## src/hdl/fsa_pkg.sv

```systemverilog
// fraction sum accumulator: shared types and constants
// no dependencies; imported by every module of the block
`timescale 1ns / 1ps

package fsa_pkg;

  localparam int InW    = 16;
  localparam int SumW   = 32;
  localparam int ProdW  = SumW + InW;
  localparam int AccW   = ProdW + 1;
  localparam int SumCntW = $clog2(SumW);

  typedef struct packed {
    logic signed [InW-1:0] numerator;
    logic signed [InW-1:0] denominator;
    logic                  first;
  } in_t;

  typedef struct packed {
    logic signed [SumW-1:0] sum_numerator;
    logic signed [SumW-1:0] sum_denominator;
    logic                   overflow;
    logic                   zero_fraction;
  } out_t;

  // request into the reduction unit
  typedef struct packed {
    logic            start;
    logic [SumW-1:0] num;
    logic [SumW-1:0] den;
  } red_req_t;

  // response from the reduction unit
  typedef struct packed {
    logic            done;
    logic            zero;
    logic [SumW-1:0] num;
    logic [SumW-1:0] den;
  } red_rsp_t;

endpackage

```

## src/hdl/fraction_sum_accumulator_core.sv

```systemverilog
// fraction sum accumulator: top level with handshake, sequencer and running sum
// depends on fsa_pkg, fsa_mul and fsa_reduce
`timescale 1ns / 1ps

// usage
//   input channel in_valid / in_ready / in_data carries one signed fraction per
//   item plus a first flag; the result channel out_valid / out_ready / out_data
//   returns the running sum after every item with overflow and zero flags
//   an item with first set loads the fraction as the sum with no reduction:
//   the result goes through the finishing state to the output register
//   any other item runs three products on one 32x16 multiplier, a saturation
//   step, then the reduction unit: a binary gcd whose length depends on the
//   operand bits, and two restoring divisions, all on one shared subtractor;
//   a 0/0 sum skips the divisions
//   in_ready is high only while the sequencer is idle, one item at a time
//   the result sits in an output register; the next item is taken while it
//   waits, and a finished item holds in the sequencer until that register frees
//   reset (rst_n low, synchronous) empties the output register and sets the
//   running sum to 0/1

module fraction_sum_accumulator_core
  import fsa_pkg::*;
(
  input  logic clk,
  input  logic rst_n,
  input  logic in_valid,
  output logic in_ready,
  input  in_t  in_data,
  output logic out_valid,
  input  logic out_ready,
  output out_t out_data
);

  typedef enum logic [2:0] {
    S_IDLE,
    S_MUL_AD,
    S_MUL_NB,
    S_MUL_BD,
    S_SAT,
    S_START,
    S_RED,
    S_FIN
  } state_t;

  state_t                 state_r, state_nxt;
  in_t                    item_r, item_nxt;
  logic [SumW-1:0]        run_num_r, run_num_nxt;
  logic [SumW-1:0]        run_den_r, run_den_nxt;
  logic signed [AccW-1:0] t_acc_r, t_acc_nxt;
  logic [SumW-1:0]        sat_num_r, sat_num_nxt;
  logic [SumW-1:0]        sat_den_r, sat_den_nxt;
  logic                   ovf_r, ovf_nxt;
  out_t                   res_r, res_nxt;
  out_t                   out_r, out_nxt;
  logic                   out_valid_r, out_valid_nxt;

  logic signed [SumW-1:0]  mul_a;
  logic signed [InW-1:0]   mul_b;
  logic signed [ProdW-1:0] prod;
  red_req_t                red_req;
  red_rsp_t                red_rsp;

  logic                    t_ovf, m_ovf;
  logic [SumW-1:0]         t_sat, m_sat;
  logic                    out_free;

  // saturate a wide signed value to the 32-bit range
  function automatic logic [SumW-1:0] sat32(input logic signed [AccW-1:0] v);
    if (v[AccW-1:SumW-1] == '0 || v[AccW-1:SumW-1] == '1) begin
      sat32 = v[SumW-1:0];
    end else if (v[AccW-1]) begin
      sat32 = {1'b1, {(SumW-1){1'b0}}};
    end else begin
      sat32 = {1'b0, {(SumW-1){1'b1}}};
    end
  endfunction

  function automatic logic fits32(input logic signed [AccW-1:0] v);
    fits32 = (v[AccW-1:SumW-1] == '0) || (v[AccW-1:SumW-1] == '1);
  endfunction

  // operand select for the shared multiplier: sum_num*d, sum_den*n, sum_den*d
  always_comb begin
    mul_a = run_den_r;
    mul_b = item_r.denominator;
    case (state_r)
      S_MUL_AD: begin
        mul_a = run_num_r;
        mul_b = item_r.denominator;
      end
      S_MUL_NB: begin
        mul_a = run_den_r;
        mul_b = item_r.numerator;
      end
      default: begin
        mul_a = run_den_r;
        mul_b = item_r.denominator;
      end
    endcase
  end

  fsa_mul u_mul (
    .clk    (clk),
    .op_a   (mul_a),
    .op_b   (mul_b),
    .prod_r (prod)
  );

  assign red_req.start = (state_r == S_START);
  assign red_req.num   = sat_num_r;
  assign red_req.den   = sat_den_r;

  fsa_reduce u_reduce (
    .clk   (clk),
    .rst_n (rst_n),
    .req   (red_req),
    .rsp   (red_rsp)
  );

  // in S_SAT the multiplier holds sum_den*d and t_acc_r the cross sum
  assign t_sat = sat32(t_acc_r);
  assign t_ovf = !fits32(t_acc_r);
  assign m_sat = sat32(AccW'(prod));
  assign m_ovf = !fits32(AccW'(prod));

  assign out_free = !out_valid_r || out_ready;

  always_comb begin
    state_nxt     = state_r;
    item_nxt      = item_r;
    run_num_nxt   = run_num_r;
    run_den_nxt   = run_den_r;
    t_acc_nxt     = t_acc_r;
    sat_num_nxt   = sat_num_r;
    sat_den_nxt   = sat_den_r;
    ovf_nxt       = ovf_r;
    res_nxt       = res_r;
    out_nxt       = out_r;
    out_valid_nxt = out_valid_r && !out_ready;
    case (state_r)
      S_IDLE: begin
        if (in_valid) begin
          item_nxt = in_data;
          if (in_data.first) begin
            // load: sign-extended, no reduction, no flags
            res_nxt.sum_numerator   = SumW'(in_data.numerator);
            res_nxt.sum_denominator = SumW'(in_data.denominator);
            res_nxt.overflow        = 1'b0;
            res_nxt.zero_fraction   = 1'b0;
            state_nxt               = S_FIN;
          end else begin
            state_nxt = S_MUL_AD;
          end
        end
      end
      S_MUL_AD: state_nxt = S_MUL_NB;
      S_MUL_NB: begin
        t_acc_nxt = AccW'(prod);
        state_nxt = S_MUL_BD;
      end
      S_MUL_BD: begin
        t_acc_nxt = t_acc_r + AccW'(prod);
        state_nxt = S_SAT;
      end
      S_SAT: begin
        sat_num_nxt = t_sat;
        sat_den_nxt = m_sat;
        ovf_nxt     = t_ovf || m_ovf;
        state_nxt   = S_START;
      end
      S_START: state_nxt = S_RED;
      S_RED: begin
        if (red_rsp.done) begin
          res_nxt.sum_numerator   = red_rsp.num;
          res_nxt.sum_denominator = red_rsp.den;
          res_nxt.overflow        = ovf_r;
          res_nxt.zero_fraction   = red_rsp.zero;
          state_nxt               = S_FIN;
        end
      end
      S_FIN: begin
        // hand the item to the output register once it is free
        if (out_free) begin
          out_nxt       = res_r;
          out_valid_nxt = 1'b1;
          run_num_nxt   = res_r.sum_numerator;
          run_den_nxt   = res_r.sum_denominator;
          state_nxt     = S_IDLE;
        end
      end
      default: state_nxt = S_IDLE;
    endcase
  end

  always_ff @(posedge clk) begin
    if (!rst_n) begin
      state_r     <= S_IDLE;
      out_valid_r <= 1'b0;
      run_num_r   <= '0;
      run_den_r   <= SumW'(1);
    end else begin
      state_r     <= state_nxt;
      out_valid_r <= out_valid_nxt;
      run_num_r   <= run_num_nxt;
      run_den_r   <= run_den_nxt;
    end
    item_r    <= item_nxt;
    t_acc_r   <= t_acc_nxt;
    sat_num_r <= sat_num_nxt;
    sat_den_r <= sat_den_nxt;
    ovf_r     <= ovf_nxt;
    res_r     <= res_nxt;
    out_r     <= out_nxt;
  end

  assign in_ready  = (state_r == S_IDLE);
  assign out_valid = out_valid_r;
  assign out_data  = out_r;

  // a zero flag means the sum really is 0/0
  a_zero_is_empty: assert property (@(posedge clk) disable iff (!rst_n)
    out_valid && out_data.zero_fraction |->
      out_data.sum_numerator == '0 && out_data.sum_denominator == '0)
    else $error("zero flag on a nonzero sum");

  // saturation leaves a nonzero part, so both flags never stand together
  a_flags_exclusive: assert property (@(posedge clk) disable iff (!rst_n)
    out_valid |-> !(out_data.zero_fraction && out_data.overflow))
    else $error("overflow and zero flags together");

  // the reduction unit answers only while the sequencer waits for it
  a_done_in_red: assert property (@(posedge clk) disable iff (!rst_n)
    red_rsp.done |-> state_r == S_RED)
    else $error("reduction done outside the wait state");

  // a new result appears only from the finishing state
  a_result_from_fin: assert property (@(posedge clk) disable iff (!rst_n)
    $rose(out_valid_r) |-> $past(state_r == S_FIN))
    else $error("result loaded outside the finishing state");

endmodule

```

## src/hdl/fsa_mul.sv

```systemverilog
// fraction sum accumulator: registered signed 32x16 multiplier
// depends on fsa_pkg
`timescale 1ns / 1ps

module fsa_mul
  import fsa_pkg::*;
(
  input  logic                    clk,
  input  logic signed [SumW-1:0]  op_a,
  input  logic signed [InW-1:0]   op_b,
  output logic signed [ProdW-1:0] prod_r
);

  logic signed [ProdW-1:0] prod_nxt;

  assign prod_nxt = ProdW'(op_a) * ProdW'(op_b);

  always_ff @(posedge clk) begin
    prod_r <= prod_nxt;
  end

endmodule

```

## src/hdl/fsa_reduce.sv

```systemverilog
// fraction sum accumulator: gcd reduction unit
// binary gcd then two restoring divisions, all on one shared subtractor
// depends on fsa_pkg
`timescale 1ns / 1ps

module fsa_reduce
  import fsa_pkg::*;
(
  input  logic     clk,
  input  logic     rst_n,
  input  red_req_t req,
  output red_rsp_t rsp
);

  typedef enum logic [1:0] {
    R_IDLE,
    R_GCD,
    R_DIVN,
    R_DIVD
  } rstate_t;

  rstate_t              state_r, state_nxt;
  logic [SumW-1:0]      u_r, u_nxt, v_r, v_nxt;
  logic [SumCntW-1:0]   k_r, k_nxt;
  logic [SumW-1:0]      g_r, g_nxt;
  logic [SumW-1:0]      x_r, x_nxt, rem_r, rem_nxt;
  logic [SumCntW-1:0]   cnt_r, cnt_nxt;
  logic [SumW-1:0]      num_in_r, num_in_nxt, den_in_r, den_in_nxt;
  red_rsp_t             rsp_r, rsp_nxt;

  logic [SumW-1:0]      sub_a, sub_b;
  logic [SumW:0]        diff;
  logic                 borrow;
  logic [SumW-1:0]      rem_sh;
  logic                 qbit;
  logic [SumW-1:0]      quo;

  function automatic logic [SumW-1:0] mag(input logic [SumW-1:0] v);
    mag = v[SumW-1] ? SumW'(0) - v : v;
  endfunction

  // the one subtractor: gcd compare/subtract or divide trial subtract
  assign rem_sh = {rem_r[SumW-2:0], x_r[SumW-1]};
  assign sub_a  = (state_r == R_GCD) ? u_r : rem_sh;
  assign sub_b  = (state_r == R_GCD) ? v_r : g_r;
  assign diff   = {1'b0, sub_a} - {1'b0, sub_b};
  assign borrow = diff[SumW];
  assign qbit   = !borrow;
  assign quo    = {x_r[SumW-2:0], qbit};

  always_comb begin
    state_nxt  = state_r;
    u_nxt      = u_r;
    v_nxt      = v_r;
    k_nxt      = k_r;
    g_nxt      = g_r;
    x_nxt      = x_r;
    rem_nxt    = rem_r;
    cnt_nxt    = cnt_r;
    num_in_nxt = num_in_r;
    den_in_nxt = den_in_r;
    rsp_nxt    = rsp_r;
    rsp_nxt.done = 1'b0;
    case (state_r)
      R_IDLE: begin
        if (req.start) begin
          num_in_nxt = req.num;
          den_in_nxt = req.den;
          u_nxt      = mag(req.num);
          v_nxt      = mag(req.den);
          k_nxt      = '0;
          state_nxt  = R_GCD;
        end
      end
      R_GCD: begin
        if (u_r == '0 && v_r == '0) begin
          // 0/0: nothing to divide by
          rsp_nxt.done = 1'b1;
          rsp_nxt.zero = 1'b1;
          rsp_nxt.num  = num_in_r;
          rsp_nxt.den  = den_in_r;
          state_nxt    = R_IDLE;
        end else if (u_r == '0 || v_r == '0) begin
          g_nxt     = (u_r == '0) ? (v_r << k_r) : (u_r << k_r);
          x_nxt     = mag(num_in_r);
          rem_nxt   = '0;
          cnt_nxt   = '0;
          state_nxt = R_DIVN;
        end else if (!u_r[0] && !v_r[0]) begin
          u_nxt = u_r >> 1;
          v_nxt = v_r >> 1;
          k_nxt = k_r + SumCntW'(1);
        end else if (!u_r[0]) begin
          u_nxt = u_r >> 1;
        end else if (!v_r[0]) begin
          v_nxt = v_r >> 1;
        end else if (borrow) begin
          // keep u >= v so the subtractor runs one way only
          u_nxt = v_r;
          v_nxt = u_r;
        end else begin
          u_nxt = diff[SumW-1:0] >> 1;
        end
      end
      R_DIVN, R_DIVD: begin
        rem_nxt = borrow ? rem_sh : diff[SumW-1:0];
        x_nxt   = quo;
        cnt_nxt = cnt_r + SumCntW'(1);
        if (cnt_r == SumCntW'(SumW - 1)) begin
          if (state_r == R_DIVN) begin
            rsp_nxt.num = num_in_r[SumW-1] ? SumW'(0) - quo : quo;
            x_nxt       = mag(den_in_r);
            rem_nxt     = '0;
            cnt_nxt     = '0;
            state_nxt   = R_DIVD;
          end else begin
            rsp_nxt.den  = den_in_r[SumW-1] ? SumW'(0) - quo : quo;
            rsp_nxt.zero = 1'b0;
            rsp_nxt.done = 1'b1;
            state_nxt    = R_IDLE;
          end
        end
      end
      default: state_nxt = R_IDLE;
    endcase
  end

  always_ff @(posedge clk) begin
    if (!rst_n) begin
      state_r      <= R_IDLE;
      rsp_r.done   <= 1'b0;
    end else begin
      state_r      <= state_nxt;
      rsp_r.done   <= rsp_nxt.done;
    end
    u_r      <= u_nxt;
    v_r      <= v_nxt;
    k_r      <= k_nxt;
    g_r      <= g_nxt;
    x_r      <= x_nxt;
    rem_r    <= rem_nxt;
    cnt_r    <= cnt_nxt;
    num_in_r <= num_in_nxt;
    den_in_r <= den_in_nxt;
    rsp_r.zero <= rsp_nxt.zero;
    rsp_r.num  <= rsp_nxt.num;
    rsp_r.den  <= rsp_nxt.den;
  end

  assign rsp = rsp_r;

endmodule

```

## config.mk

```make
export PLATFORM = sky130hd
export DESIGN_NAME = fraction_sum_accumulator_core
export DESIGN_NICKNAME = d
export VERILOG_FILES = /design/src/hdl/fsa_pkg.sv /design/src/hdl/fraction_sum_accumulator_core.sv /design/src/hdl/fsa_mul.sv /design/src/hdl/fsa_reduce.sv
export SDC_FILE = /design/constraint.sdc
export NUM_CORES = 2
export LEC_CHECK = 0
export ABC_AREA = 0
export BUFFER_PORTS_ARGS = -buffer_cell sky130_fd_sc_hd__buf_4
export CORE_UTILIZATION = 30
export CTS_CLUSTER_DIAMETER = 100
export CTS_CLUSTER_SIZE = 40
export DETAILED_ROUTE_END_ITERATION = 6
export GPL_TIMING_DRIVEN = 0
export PLACE_DENSITY_LB_ADDON = 0.05
export SLEW_MARGIN = 15
export SYNTH_ARGS = -nofsm -noshare
export SYNTH_HDL_FRONTEND = slang
export SYNTH_SLANG_ARGS = --single-unit
```

## constraint.sdc

```tcl
create_clock -name clk -period 22.9 [get_ports clk]
set_clock_uncertainty 0.1 [all_clocks]
set_input_delay 1.145 -clock clk [delete_from_list [all_inputs] [get_ports clk]]
set_output_delay 1.145 -clock clk [all_outputs]
set_load 0.005 [all_outputs]
```

=== Word level (Yosys, flattened, before mapping) ===
Index checks and enable logic that the tools add are counted.

* Register bits: 695
* Bits in latches: 0
* RAM bits: 0
* ROM bits: 0
* Input port bits: 37
* Output and inout bits: 68
* Memories kept: 0

* Add/sub/neg operators: 9
* $mul: 1
* Div/mod/pow operators: 0
* Magnitude comparators: 0
* Equal/unequal tests: 30
* Shifts and indexed selects: 2
* Mux-type cells: 76
* Bitwise operators: 1
* Reductions and logical operators: 41

{| class="wikitable"
|+ Operator list
! operator !! count
|-
| 32-bit 2-to-1 mux || 34
|-
| 66-bit 2-to-1 mux || 5
|-
| 66-bit case mux with 2 select lines || 2
|-
| 32-bit case mux with 2 select lines || 3
|-
| 1-bit by 32-bit subtractor with 32-bit output, first input constant || 5
|-
| 31-bit 2-to-1 mux || 5
|-
| 49-bit case mux with 2 select lines || 1
|-
| 32-bit logical NOT || 2
|-
| 32-bit by 5-bit << shifter with 32-bit output || 2
|-
| 31-bit case mux with 2 select lines || 1
|-
| 49-bit by 48-bit adder with 49-bit output || 1
|-
| 32-bit by 16-bit multiplier with 48-bit output || 1
|-
| 5-bit 2-to-1 mux || 8
|-
| 18-bit == test, second input constant || 2
|-
| 18-bit logical NOT || 2
|-
| 32-bit by 32-bit subtractor with 33-bit output || 1
|-
| 3-bit case mux with 8 select lines || 1
|-
| 5-bit case mux with 2 select lines || 2
|-
| 2-bit inequality test, second input constant || 9
|-
| 16-bit 2-to-1 mux || 1
|-
| 4-bit AND reduction || 4
|-
| 5-bit AND reduction || 3
|-
| 3-bit == test, second input constant || 4
|-
| 2-bit 2-to-1 mux || 6
|-
| 24 further kinds || 55
|}

=== Depth between registers and ports, before layout ===
* Depth after elaboration: 10
* Mapped depth: 29

=== Hierarchy ===
From an unflattened synthesis, not the netlist that was laid out.

* Cell total of the unflattened synthesis: 5695
* Area, all modules: 56315.3 um^2

{| class="wikitable"
|+ Modules (own cells, without submodules)
! module !! instances !! cells an instance !! area each (um^2) !! sequential area each (um^2)
|-
| fsa_reduce || 1 || 2242 || 21145.3 || 9008.6
|-
| fsa_mul || 1 || 2124 || 19142.1 || 960.9
|-
| fraction_sum_accumulator_core || 1 || 1329 || 16027.9 || 9709.3
|}

=== Worst setup path after synthesis ===
OpenSTA, ideal clock, no wires.

* Kind: register to register
* From: register state_r[1]
* To: register u_mul.prod_r[46]
* Data arrival time: 9.624 ns
* Required time: 22.728 ns
* Slack: 13.104 ns
* Cell stages (with the launch flop): 28
* Path buffers: 3
* Clock period less this slack: 9.796 ns
* Path through: dfxtp_1 -> nor2b_1 -> nor2b_1 -> clkbuf_1 -> buf_1 -> clkbuf_1 -> mux2i_1 -> nor2_1 -> fa_1 -> inv_1 -> fa_1 -> inv_1 -> fa_1 -> inv_1 -> fa_1 -> fa_1 -> fa_1 -> inv_1 -> ha_1 -> nand2_1 -> o21ai_0 -> o21ai_0 -> a211oi_1 -> a211oi_1 -> a311oi_1 -> nand2b_1 -> a41oi_1 -> xor2_1

* Cells in the longest elaborated chain, start to end: 3
* Elaborated cells between the ends (all ways): 5
* Classes of those cells: 1 x mul; 2 x eq/ne; 2 x mux

{| class="wikitable"
|+ Ends and longest elaborated chain
! what !! line !! source
|-
| start, declared || fraction_sum_accumulator_core.sv:45 || <nowiki>state_t state_r, state_nxt;</nowiki>
|-
| start signal, assigned || fraction_sum_accumulator_core.sv:202 || <nowiki>state_r <= state_nxt;</nowiki>
|-
| 3-bit by 1-bit == test with 1-bit output / 3-bit by 2-bit == test with 1-bit output (equally long branches) || fraction_sum_accumulator_core.sv:86 || <nowiki>case (state_r)</nowiki>
|-
| 32-bit 2-to-1 mux / 16-bit 2-to-1 mux (equally long branches) || fraction_sum_accumulator_core.sv:86 ||
|-
| 32-bit by 16-bit multiplier with 48-bit output (*) || fsa_mul.sv:16 || <nowiki>assign prod_nxt = ProdW'(op_a) * ProdW'(op_b);</nowiki>
|-
| via u_mul.prod_nxt[46] || fsa_mul.sv:14 || <nowiki>logic signed [ProdW-1:0] prod_nxt;</nowiki>
|-
| end signal, assigned || fsa_mul.sv:19 || <nowiki>prod_r <= prod_nxt;</nowiki>
|-
| end, declared || fsa_mul.sv:11 || <nowiki>output logic signed [ProdW-1:0] prod_r</nowiki>
|}

The timed path passes the listed nets; every way through them passes the cells marked *.
A chain may end at the register's enable or synchronous reset.

=== Final worst setup path ===
* From: register state_r[1]
* To: register u_mul.prod_r[47]

Same word-level chain as after synthesis.

==> metrics.txt <==
setup repair after global routing missed its margin=no; fraction of power consumed by combinational cells=between 30% and 40%; count of buffers from port buffering=roughly 100; number of search-and-repair iterations in the first detailed-routing pass=7; post-synthesis adder-cell area fraction=22.5%; CTS Root Cell=clkbuf_16; final setup fails=0; clock tree from TritonCTS=done; Die Ht=between 400 and 500 µm; H-tree levels=2; die area=around 180000 µm²; post-synth top area cell=edfxtp_1; post-layout util=between 30 and 40%; number of maximum-capacitance violations=0; antenna violations before repair=4; top flip-flop cell by instance count after synthesis=edfxtp_1; synthesized netlist cell count=around 5.6k; share of cells above drive strength 1=6.16%; detailed-route wire length=around 230000 µm; synthesized flop and latch total=roughly 700; number of global-route vias before repair=between 40k and 50k; Final Hold Vio Count=0; power dissipated by switching net loads=around 1.9 mW; setup TNS=0 ns; Avg Inst Size Synth=9.73 µm²; number of nets in the layout=~6.5k; via count=about 43k; clock buffers created by TritonCTS=38; most used cell along the critical path=fa_1; sequential fraction of the synthesis area=35.9%; peak supply drop=63.8 µV; Slew Limit Fails=0; crit-path max cell delay=1.09 ns; share of synthesized flip-flops with an asynchronous set or reset=0%; remaining routing DRC violations=6; cell types with the largest area share after synthesis=edfxtp_1 32%, fa_1 18%, nand2_1 6.4%; CTS Buffer Depth=3; Min Clock Period, post-route=roughly 11 ns; routed length per placed instance=about 28 µm; worst-path fanout max=13; Cell Area, Synth=54900 µm²; post-synthesis cell type count=88; count of boundary I/O pins=roughly 110; Placement Rows=around 160; Ys Warns=0; net count after synthesis=~6.4k; leakage component of the power=24.6 nW; power per cell area=72.4 nW/µm²; top-area cell type share of the netlist area=roughly a third; largest family of logic cells by synthesized area=adder cells; Placeable Area=approximately 180000 µm²; remaining number of nets flagged by the antenna check after routing=0; Setup Fix Bufs, Post-CTS=0; compound-cell area share of the yosys netlist=roughly an eighth; share of total power in the clock network=a little over a fifth; sequential power share=40.0%; Switching Share=a little over two fifths; Iter 0 DRT Violations=3330; xor and xnor fraction of the mapped netlist area=3.90%; GP Congestion=a little over 0.9; number of clock sinks seen by CTS=695; cell at the slowest stage of the critical path=mux2i_1; Hold Crit Depth=0; run status=finished, violations left; number of cells on the worst reg-to-reg path=26; effective utilization at floorplan=between 30% and 40%; total routing resource utilization after global routing=24.4%; type of element launching the critical path=register; Hold-fix buffers, CTS=0; nature of the critical path endpoint=register; worst max-slew margin expressed relative to the limit=approximately 15%; transition time at the pin with the least slew margin=1.25 ns; Hold WC Path Type=register to register; largest net degree at the start of global routing=57; overall die width=between 400 and 500 µm; arrival time of data at the critical path endpoint=between 10 and 15 ns; wire length of the first global-routing pass=between 300000 and 400000 µm; post-cts sizing count=0; Synth Area in Simple Gates=14.5%; detailed placer's ending HPWL=185000 µm; Int Pwr=roughly 2.5 mW; via-per-instance ratio=5.24; category of the critical setup timing path=register to register; Peak Freq=between 90 and 100 MHz; WP data required=around 23 ns; clock transition at the registers of the reported paths=0.13 ns; number of enable-type register cells in the synthesized netlist=576; violated checks=DRC; synthesis-to-finish area growth=11.0%; final cycle utilization of the critical path=between 40% and 50%; insertion delay to the later sink of the worst-skew pair=about 0.68 ns; multiplexer share of the synthesized area=around 4.8%; remaining global-route overflow=0
-- synthesized netlist by cell type (15+ instances only) --
cell type	count
edfxtp_1	576
mux2i_1	153
a32oi_1	21
nand2_1	938
nor2b_1	17
nor3_1	63
and3_1	21
o31ai_1	47
or3_1	43
xor2_1	145
a21oi_1	277
and2_1	25
o21a_1	29
o21ai_0	236
dfxtp_1	119
fa_1	488
nand2b_1	37
o211ai_1	18
xnor2_1	99
mux2_2	69
inv_1	615
clkbuf_1	234
nor2_1	421
nand3_1	97
buf_1	45
a31oi_1	56
o221ai_1	22
o41ai_1	16
a21o_1	135
nand4_1	28
ha_1	205
a211oi_1	33
or4_1	38
o21bai_1	15
nor4_1	36
-- cell families after synthesis --
family	count (synthesis)
simple gates	1823
compound gates	1042
fa+ha+maj	693
buf+inv	900
flops	695
mux	242
xor+xnor	244
-- path summary, 6_finish.rpt --
path	start	to	slack (ns)
min	res_r[1]	out_data[1]	0.33
min reg2reg	res_r[1]	out_data[1]	0.33
max reg2reg	state_r[1]	u_mul.prod_r[47]	12.31
max	state_r[1]	u_mul.prod_r[47]	12.31
-- stage by stage --
stage	setup slack, ns	hold slack, ns	power, mW	instances	instance area, µm²
6_report	12.31	0.331	4.41	8214	60900
5_1_grt	11.82	0.339	4.66	8213	60900
4_1_cts	12.39	0.334	4.43	8213	60900
3_5_place_dp	12.49	0.308	3.47	8143	59300
3_3_place_gp	8.30	0.312	3.48	8113	58600
2_1_floorplan	13.10	0.300	2.78	5639	54900
-- power groups by stage --
stage | clock network [mW] | logic, mW | registers [mW]
after floorplan | 0 | 1.12 | 1.66
after global placement | 0 | 1.67 | 1.81
after detailed placement | 0 | 1.68 | 1.79
after CTS | 0.962 | 1.71 | 1.76
after global routing | 0.996 | 1.89 | 1.77
final | 0.933 | 1.72 | 1.76
-- critical path: cells and delay by family, from the launching register on --
family / cells / cell delay, ns
compound gates: 6 / 1.97
flops: 1 / 0.44
mux: 1 / 1.09
buf+inv: 6 / 2.25
fa+ha+maj: 7 / 3.37
simple gates: 6 / 1.24
-- layout make-up --
| type | instances | area, µm² |
|---|---|---|
| Clock inverter | 31 | 634 |
| Clock buffer | 39 | 965 |
| Multi-Input combinational cell | 4044 | 32000 |
| Fill cell | 18700 | 120000 |
| Antenna cell | 1 | 2.50 |
| Buffer | 283 | 1080 |
| Sequential cell | 695 | 19700 |
| Tap cell | 2370 | 2970 |
| Inverter | 617 | 2320 |
| Timing Repair Buffer | 134 | 1300 |
-- placed cells by master, fill, tap and decap left out, types with 14 or more instances in the layout --
cell	n
nand2_1	938
o21bai_1	14
nand3_1	97
dfxtp_1	119
nor4_1	36
or4_1	38
mux2i_2	30
xnor2_1	99
mux2_2	69
o21ai_0	236
clkbuf_1	233
nor3_1	62
nor2_1	420
a31oi_1	56
a21o_1	135
o21a_1	28
nor2b_1	16
buf_1	45
ha_1	205
nand4_1	28
inv_1	615
a32oi_1	21
clkbuf_16	38
nand2b_1	36
and2_1	23
mux2i_1	123
a21oi_1	276
o21ai_1	14
o41ai_1	15
o211ai_1	18
a211oi_1	33
and3_1	21
edfxtp_1	576
buf_4	108
o221ai_1	22
fa_1	488
xor2_1	145
or3_1	43
o31ai_1	47
-- flip-flops by register name (all words and copies together), names as in the netlist, 48 cells and up, named ones only --
register and flops:
out_data 66, res_r 66, u_reduce.rsp 66, t_acc_r 49, u_mul.prod_r 48
-- layer usage --
| metal | GRT usage [%] | part of all wire, % |
|---|---|---|
| met1 | 34.4 | 46 |
| met3 | 2.47 | 4.8 |
| met4 | 8.46 | 3.9 |
| met2 | 39.1 | 46 |
| met5 | 0 | 0.0057 |
Power figures use the tool's default switching activity.
